===== src/rtl/bfoa_pkg.sv =====
// Package for the best-fit offset allocator: command, status and controller types.
// No dependencies; used by every module under rtl.
package bfoa_pkg;
   localparam logic [1:0] CMD_ALLOC = 2'd0;
   localparam logic [1:0] CMD_FREE  = 2'd1;
   localparam logic [1:0] CMD_CLEAR = 2'd2;

   localparam logic [1:0] ST_OK       = 2'd0;
   localparam logic [1:0] ST_OVERFLOW = 2'd1;
   localparam logic [1:0] ST_FULL     = 2'd2;
   localparam logic [1:0] ST_OVERFREE = 2'd3;

   localparam logic [3:0] ALIGN_LOG2_RESET = 4'd8;
   localparam logic [3:0] ALIGN_LOG2_MAX   = 4'd12;

   // Commands from the controller to the datapath.
   typedef struct packed {
      logic load;     // capture request, align size
      logic check;    // run overflow checks
      logic scan;     // examine one table entry
      logic apply;    // update table and counters
      logic clear;    // clear table, counters, status and offset
      logic respond;  // drive the response strobe
   } ctl_type;

   // Status from the datapath to the controller.
   typedef struct packed {
      logic scan_last;  // entry being scanned is the last one
      logic early_done; // request finishes without a scan
   } sts_type;
endpackage


===== src/rtl/bfoa_ctrl.sv =====
// Controller state machine of the best-fit offset allocator.
// Depends on bfoa_pkg.
module bfoa_ctrl (
   input  logic              clock,
   input  logic              reset,
   input  logic              start,
   output logic              busy,
   output bfoa_pkg::ctl_type ctl,
   input  bfoa_pkg::sts_type sts
);
   import bfoa_pkg::*;

   localparam logic [2:0] S_IDLE  = 3'd0;
   localparam logic [2:0] S_CHECK = 3'd1;
   localparam logic [2:0] S_SCAN  = 3'd2;
   localparam logic [2:0] S_APPLY = 3'd3;
   localparam logic [2:0] S_RESP  = 3'd4;

   logic [2:0] state_ff, state_in;

   always_comb begin
      state_in = state_ff;
      ctl      = '0;
      unique case (state_ff)
         S_IDLE: begin
            if (start) begin
               ctl.load = 1'b1;
               state_in = S_CHECK;
            end
         end
         S_CHECK: begin
            ctl.check = 1'b1;
            state_in  = sts.early_done ? S_RESP : S_SCAN;
         end
         S_SCAN: begin
            ctl.scan = 1'b1;
            if (sts.scan_last) state_in = S_APPLY;
         end
         S_APPLY: begin
            ctl.apply = 1'b1;
            state_in  = S_RESP;
         end
         S_RESP: begin
            ctl.respond = 1'b1;
            state_in    = S_IDLE;
         end
         default: state_in = S_IDLE;
      endcase
   end

   assign busy = (state_ff != S_IDLE);

   always_ff @(posedge clock) begin
      if (reset) state_ff <= S_IDLE;
      else       state_ff <= state_in;
   end
endmodule


===== config.mk =====
export PLATFORM = sky130hd
export DESIGN_NAME = bfoa_ctrl
export DESIGN_NICKNAME = d
export VERILOG_FILES = /design/src/rtl/bfoa_pkg.sv /design/src/rtl/bfoa_ctrl.sv
export SDC_FILE = /design/constraint.sdc
export NUM_CORES = 1
export LEC_CHECK = 0
export BUFFER_PORTS_ARGS = -buffer_cell sky130_fd_sc_hd__buf_2
export CAP_MARGIN = 20
export CORE_AREA = 5 5 42 44
export CTS_CLUSTER_SIZE = 20
export DETAILED_ROUTE_END_ITERATION = 8
export DIE_AREA = 0 0 47 49
export HOLD_SLACK_MARGIN = 0.05
export MAX_ROUTING_LAYER = met4
export PLACE_DENSITY = 0.39
export SYNTH_ARGS = -nofsm -noshare
export SYNTH_HDL_FRONTEND = slang
export SYNTH_SLANG_ARGS = --single-unit

===== constraint.sdc =====
create_clock -name clock -period 1.45 [get_ports clock]
set_clock_uncertainty 0.15 [all_clocks]
set_input_delay 0.2175 -clock clock [delete_from_list [all_inputs] [get_ports clock]]
set_output_delay 0.2175 -clock clock [all_outputs]
set_load 0.01 [all_outputs]

### Yosys cells after proc, flatten, opt, wreduce, memory -nomap -nowiden

Index checks and enable logic that the tools add are counted.

| storage, ports and cells | value |
|---|---|
| register bits | 3 |
| output and inout port bits | 7 |

| operators by class | value |
|---|---|
| eq/ne operators | 6 |
| multiplexer cells | 10 |
| reduce and logical (&&, ||, !) cells | 3 |

Operators by type and width:

| kind | number |
|---|---|
| 3-bit case mux with 4 select lines | 1 |
| 3-bit two-way mux | 3 |
| 3-bit by 2-bit equality test with 1-bit output (second input constant) | 2 |
| 1-bit two-way mux | 6 |
| 2-bit != test (second input constant) | 2 |
| 3-bit by 1-bit equality test with 1-bit output (second input constant) | 1 |
| 3-bit equality test (second input constant) | 1 |
| 3-bit zero test | 1 |
| 3-bit nonzero test | 1 |
| 2-bit AND reduction | 1 |

### Depth between registers and ports, before layout

| depth | value |
|---|---|
| word-level depth | 3 |
| gate-level depth with buffers | 3 |

### Worst setup path before layout

No wires, ideal clock.

| path | value |
|---|---|
| path type | register -> output |
| from | reg state_ff[1] |
| to | out ctl[5] (netlist name) |
| data arrival time | 1.024 ns |
| required time | 1.082 ns |
| slack | 0.058 ns |
| stages on the path, launching flop included | 4 |
| path buffers | 1 |
| path through | dfxtp_1 buf_6 or3_1 nor2_1 |

RTL lines:

| item | RTL line | text |
|---|---|---|
| from (decl) | bfoa_ctrl.sv:19 | `logic [2:0] state_ff, state_in;` |
| from (signal assigned) | bfoa_ctrl.sv:55 | `else state_ff <= state_in;` |
| to (decl) | bfoa_ctrl.sv:8 | `output bfoa_pkg::ctl_type ctl,` |

==> tab_implementation.tex <==
\begin{tabular}{lr}
\hline
Metric & Value \\
\hline
\multicolumn{2}{l}{\textbf{Route}} \\
\quad Avg Vias per Cell & between 3 and 4 \\
\quad DRC viols & 0 \\
\quad Antenna Violating Nets Remaining & 0 \\
\quad Length of the first detailed-routing pass in iterations & 2 \\
\quad Vias & 198 \\
\quad Average wire length per cell after detail routing & 10.1 um \\
\quad Initial DRC count & 2 \\
\quad Aggregate routed wire length & 548 um \\
\multicolumn{2}{l}{\textbf{Place}} \\
\quad Dpl cells & 47 \\
\quad Hpwl dp & 348 um \\
\quad I/O Buffers & 10 \\
\quad Area post-placement & 236 um2 \\
\quad Setup slack after placement & 135 ps \\
\quad Gpl congestion & 0.742 \\
\multicolumn{2}{l}{\textbf{Die}} \\
\quad Effective utilization at floorplan & 0.127 \\
\quad Die height & 49 um \\
\quad Count of pins on the block boundary & 12 \\
\quad Die area & 0.00230 mm2 \\
\quad Die width & 47 um \\
\quad Number of rows created at floorplan & 14 \\
\quad Core area & 0.00140 mm2 \\
\multicolumn{2}{l}{\textbf{Layout}} \\
\quad Largest register by flop count & state\_ff \\
\quad Leading registers by flop count & state\_ff: 3 flops \\
\quad Non-filler instance count after layout & 54 \\
\quad Final antenna diode count & 0 \\
\quad Final design area excluding fillers & 317 um2 \\
\quad P\&R area growth vs syn & 78.2\% \\
\quad Filler cell count in the final layout & 169 \\
\quad Area of the multi-input gates & 114 um2 \\
\quad Flip-flop and latch area & 66.3 um2 \\
\quad Flip-flop count of the largest register after layout & 3 \\
\quad Ratio of cells with drive above 1 in the final layout & 0.658 \\
\quad Nets & 44 \\
\quad Share of the core filled with cells & 0.226 \\
\multicolumn{2}{l}{\textbf{Global route}} \\
\quad Maximum number of pins on one net before global-route repair & 7 \\
\quad Overall track demand over capacity in global routing & 0.0563 \\
\quad First-pass GRT wire length & 841 um \\
\quad Via count of the first global-routing pass & approximately 190 \\
\quad Number of antenna violations at the first check in global routing & 0 \\
\quad GRT overflow & 0 \\
\multicolumn{2}{l}{\textbf{Critical path}} \\
\quad Critical path class & flop to output pin \\
\quad Required time at the endpoint of the critical path & 1080 ps \\
\quad Longest individual stage delay on the worst path & about 380 ps \\
\quad Crit-path cells & or3\_4 > nor2\_2 > buf\_2 \\
\quad Critical-path top delay cell & or3\_4 \\
\quad Arrival @ worst endpoint & 1130 ps \\
\quad FF-to-FF setup slack & 140 ps \\
\quad Endpoint kind of the worst setup timing path & output pin \\
\quad Kind of start point of the critical path & flop \\
\quad Maximum fanout count along the critical path & 2 \\
\multicolumn{2}{l}{\textbf{Synthesis}} \\
\quad Cell type with the highest aggregate area in the netlist & dfxtp\_1 \\
\quad Ranking of synthesized cells by area & dfxtp\_1, nor2\_1, a211oi\_2 \\
\quad Share of synthesized area occupied by flip-flops and latches & 0.338 \\
\quad Mapped Nets & 27 \\
\quad Post-synth design cell area & between 150 and 200 um2 \\
\quad Average footprint of a synthesized cell & between 8 and 9 um2 \\
\quad Number of library cell types mapped by synthesis & 14 \\
\quad Syn Inst Count & 22 \\
\quad Proportion of netlist area held by the largest area contributor & 0.338 \\
\quad Register bit count reported by yosys & 3 \\
\quad Count of synthesis-stage warnings from yosys & 0 \\
\multicolumn{2}{l}{\textbf{Clock tree}} \\
\quad Maximum clock insertion buffer count & 2 \\
\quad Clock latency at the later pin of the worst-skew pair & $\sim$230 ps \\
\quad Root Buffer Master & clkbuf\_4 \\
\quad CTS tree & yes \\
\quad Clock buffer count from CTS & 3 \\
\quad Clk slew on worst S/H paths & 30 ps \\
\quad H-tree Lvls & 1 \\
\quad Clock sink count & 3 \\
\multicolumn{2}{l}{\textbf{Pwr}} \\
\quad Fraction of power consumed by sequential logic & 0.305 \\
\quad Total power density per cell area & 946 mW/mm2 \\
\quad Fraction of power spent switching nets & 0.248 \\
\quad Worst VDD drop & 456 uV \\
\quad Leakage power summed over all cells & $\sim$0.00015 uW \\
\quad Internal power & 225 uW \\
\quad Clk network pwr share & 0.470 \\
\quad Gate power share & 0.225 \\
\quad Power dissipated by switching net loads & 74.4 uW \\
\multicolumn{2}{l}{\textbf{STA}} \\
\quad Final critical-path required period & between 1000 and 1500 ps \\
\quad Max frequency & 0.669 GHz \\
\quad Post-route clock period utilization & 1.03 \\
\quad Total count of max-transition violations in the final report & 0 \\
\quad Count of final setup violators & 2 \\
\quad Final hold violations & 0 \\
\quad Post-layout worst setup margin & -45.1 ps \\
\quad Sum of negative setup slack & -48.1 ps \\
\quad Setup repair after global routing missed its margin & true \\
\multicolumn{2}{l}{\textbf{Status}} \\
\quad Violated checks & negative setup slack \\
\quad Outcome & finished, violations left \\
\multicolumn{2}{l}{\textbf{Worst hold path}} \\
\quad Kind of path behind the tightest hold check & input port to flop \\
\multicolumn{2}{l}{\textbf{Flow run}} \\
\quad Number of max-cap violations & 0 \\
\hline
\end{tabular}
## cell usage after synthesis, drive strengths merged
cell and count:
a211oi 1, conb 1, mux2i 1, nor3 1, buf 2, nor3b 1, inv 2, or3b 1
dfxtp 3, nor2 5, nand2b 2, or3 1, nor4 1
## through the flow
| stage | hold WS (ps) | power [uW] |
|---|---|---|
| floorplan | 132 | 124 |
| global placement | 275 | 143 |
| detailed placement | 270 | 142 |
| CTS | 94.3 | 301 |
| global route | 119 | 326 |
| finish | 107 | 299 |
## final timing paths
check | from | to | depth (start not counted)
max | state_ff[0] | ctl[5] | 3
min | sts[0] | state_ff[2] | 3
max reg2reg | state_ff[1] | state_ff[1] | 3
min reg2reg | state_ff[2] | state_ff[1] | 1
## power groups by stage
stage / Clock [uW] / Sequential, uW / Combinational, uW
3_5_place_dp: 0 / 95.1 / 46.7
3_3_place_gp: 0 / 95.0 / 47.6
5_1_grt: 160 / 91.5 / 74.2
2_1_floorplan: 0 / 92.2 / 32.1
6_report: 141 / 91.3 / 67.3
4_1_cts: 149 / 90.8 / 60.9
## per-layer routing
| layer | wire length, um | vias to the layer above | GRT usage |
|---|---|---|---|
| met1 | 236 | 83 | 0.0592 |
| met3 | 80 | 0 | 0.0627 |
| li1 | - | 102 | - |
| met2 | 231 | 13 | 0.0633 |
| met5 | 0 | - | - |
| met4 | 0 | 0 | 0.0276 |
## kinds of logic (layout without fill, tap and decap cells)
family | Yosys count | after routing | share of synthesized area
muxes | 1 | 1 | 0.0563
DFF | 3 | 3 | 0.338
and+or+nand+nor | 12 | 12 | 0.366
AOI/OAI and AO/OA | 1 | 1 | 0.0704
buffers and inverters | 4 | 20 | 0.148
other | 1 | 1 | 0.0211
## worst max-delay path, delay by kind of cell (launching register included)
kind,cells,cell delay [ps]
and+or+nand+nor,2,460
DFF,1,310
buffers and inverters,1,130
## layout make-up
| class | count | area share |
|---|---|---|
| multi-input combinational | 15 | 0.360 |
| inverter | 2 | 0.0237 |
| timing repair buffer | 14 | 0.261 |
| tap | 16 | 0.0632 |
| sequential | 3 | 0.209 |
| clock buffer | 4 | 0.0830 |
## placed cells by master (no fill, tap or decap), types with 2 or more instances in the layout
| cell | synthesis | layout |
|---|---|---|
| inv_1 | 2 | 2 |
| dfxtp_2 | 0 | 2 |
| buf_4 | 1 | 3 |
| nor2_2 | 0 | 2 |
| clkbuf_4 | 0 | 3 |
| nor2_1 | 5 | 3 |
| buf_2 | 0 | 10 |
## timing repair
| action | 4_1_cts | 5_1_grt |
|---|---|---|
| setup endpoints to repair | 2 | 6 |
| endpoints found under the hold margin | 3 | 0 |
| gates resized for setup | 5 | 4 |
| pin swaps | 2 | 1 |
| hold buffers | 1 | 0 |
| buffers inserted | 2 | 0 |
No activity file was read; power rests on OpenSTA's default activity.
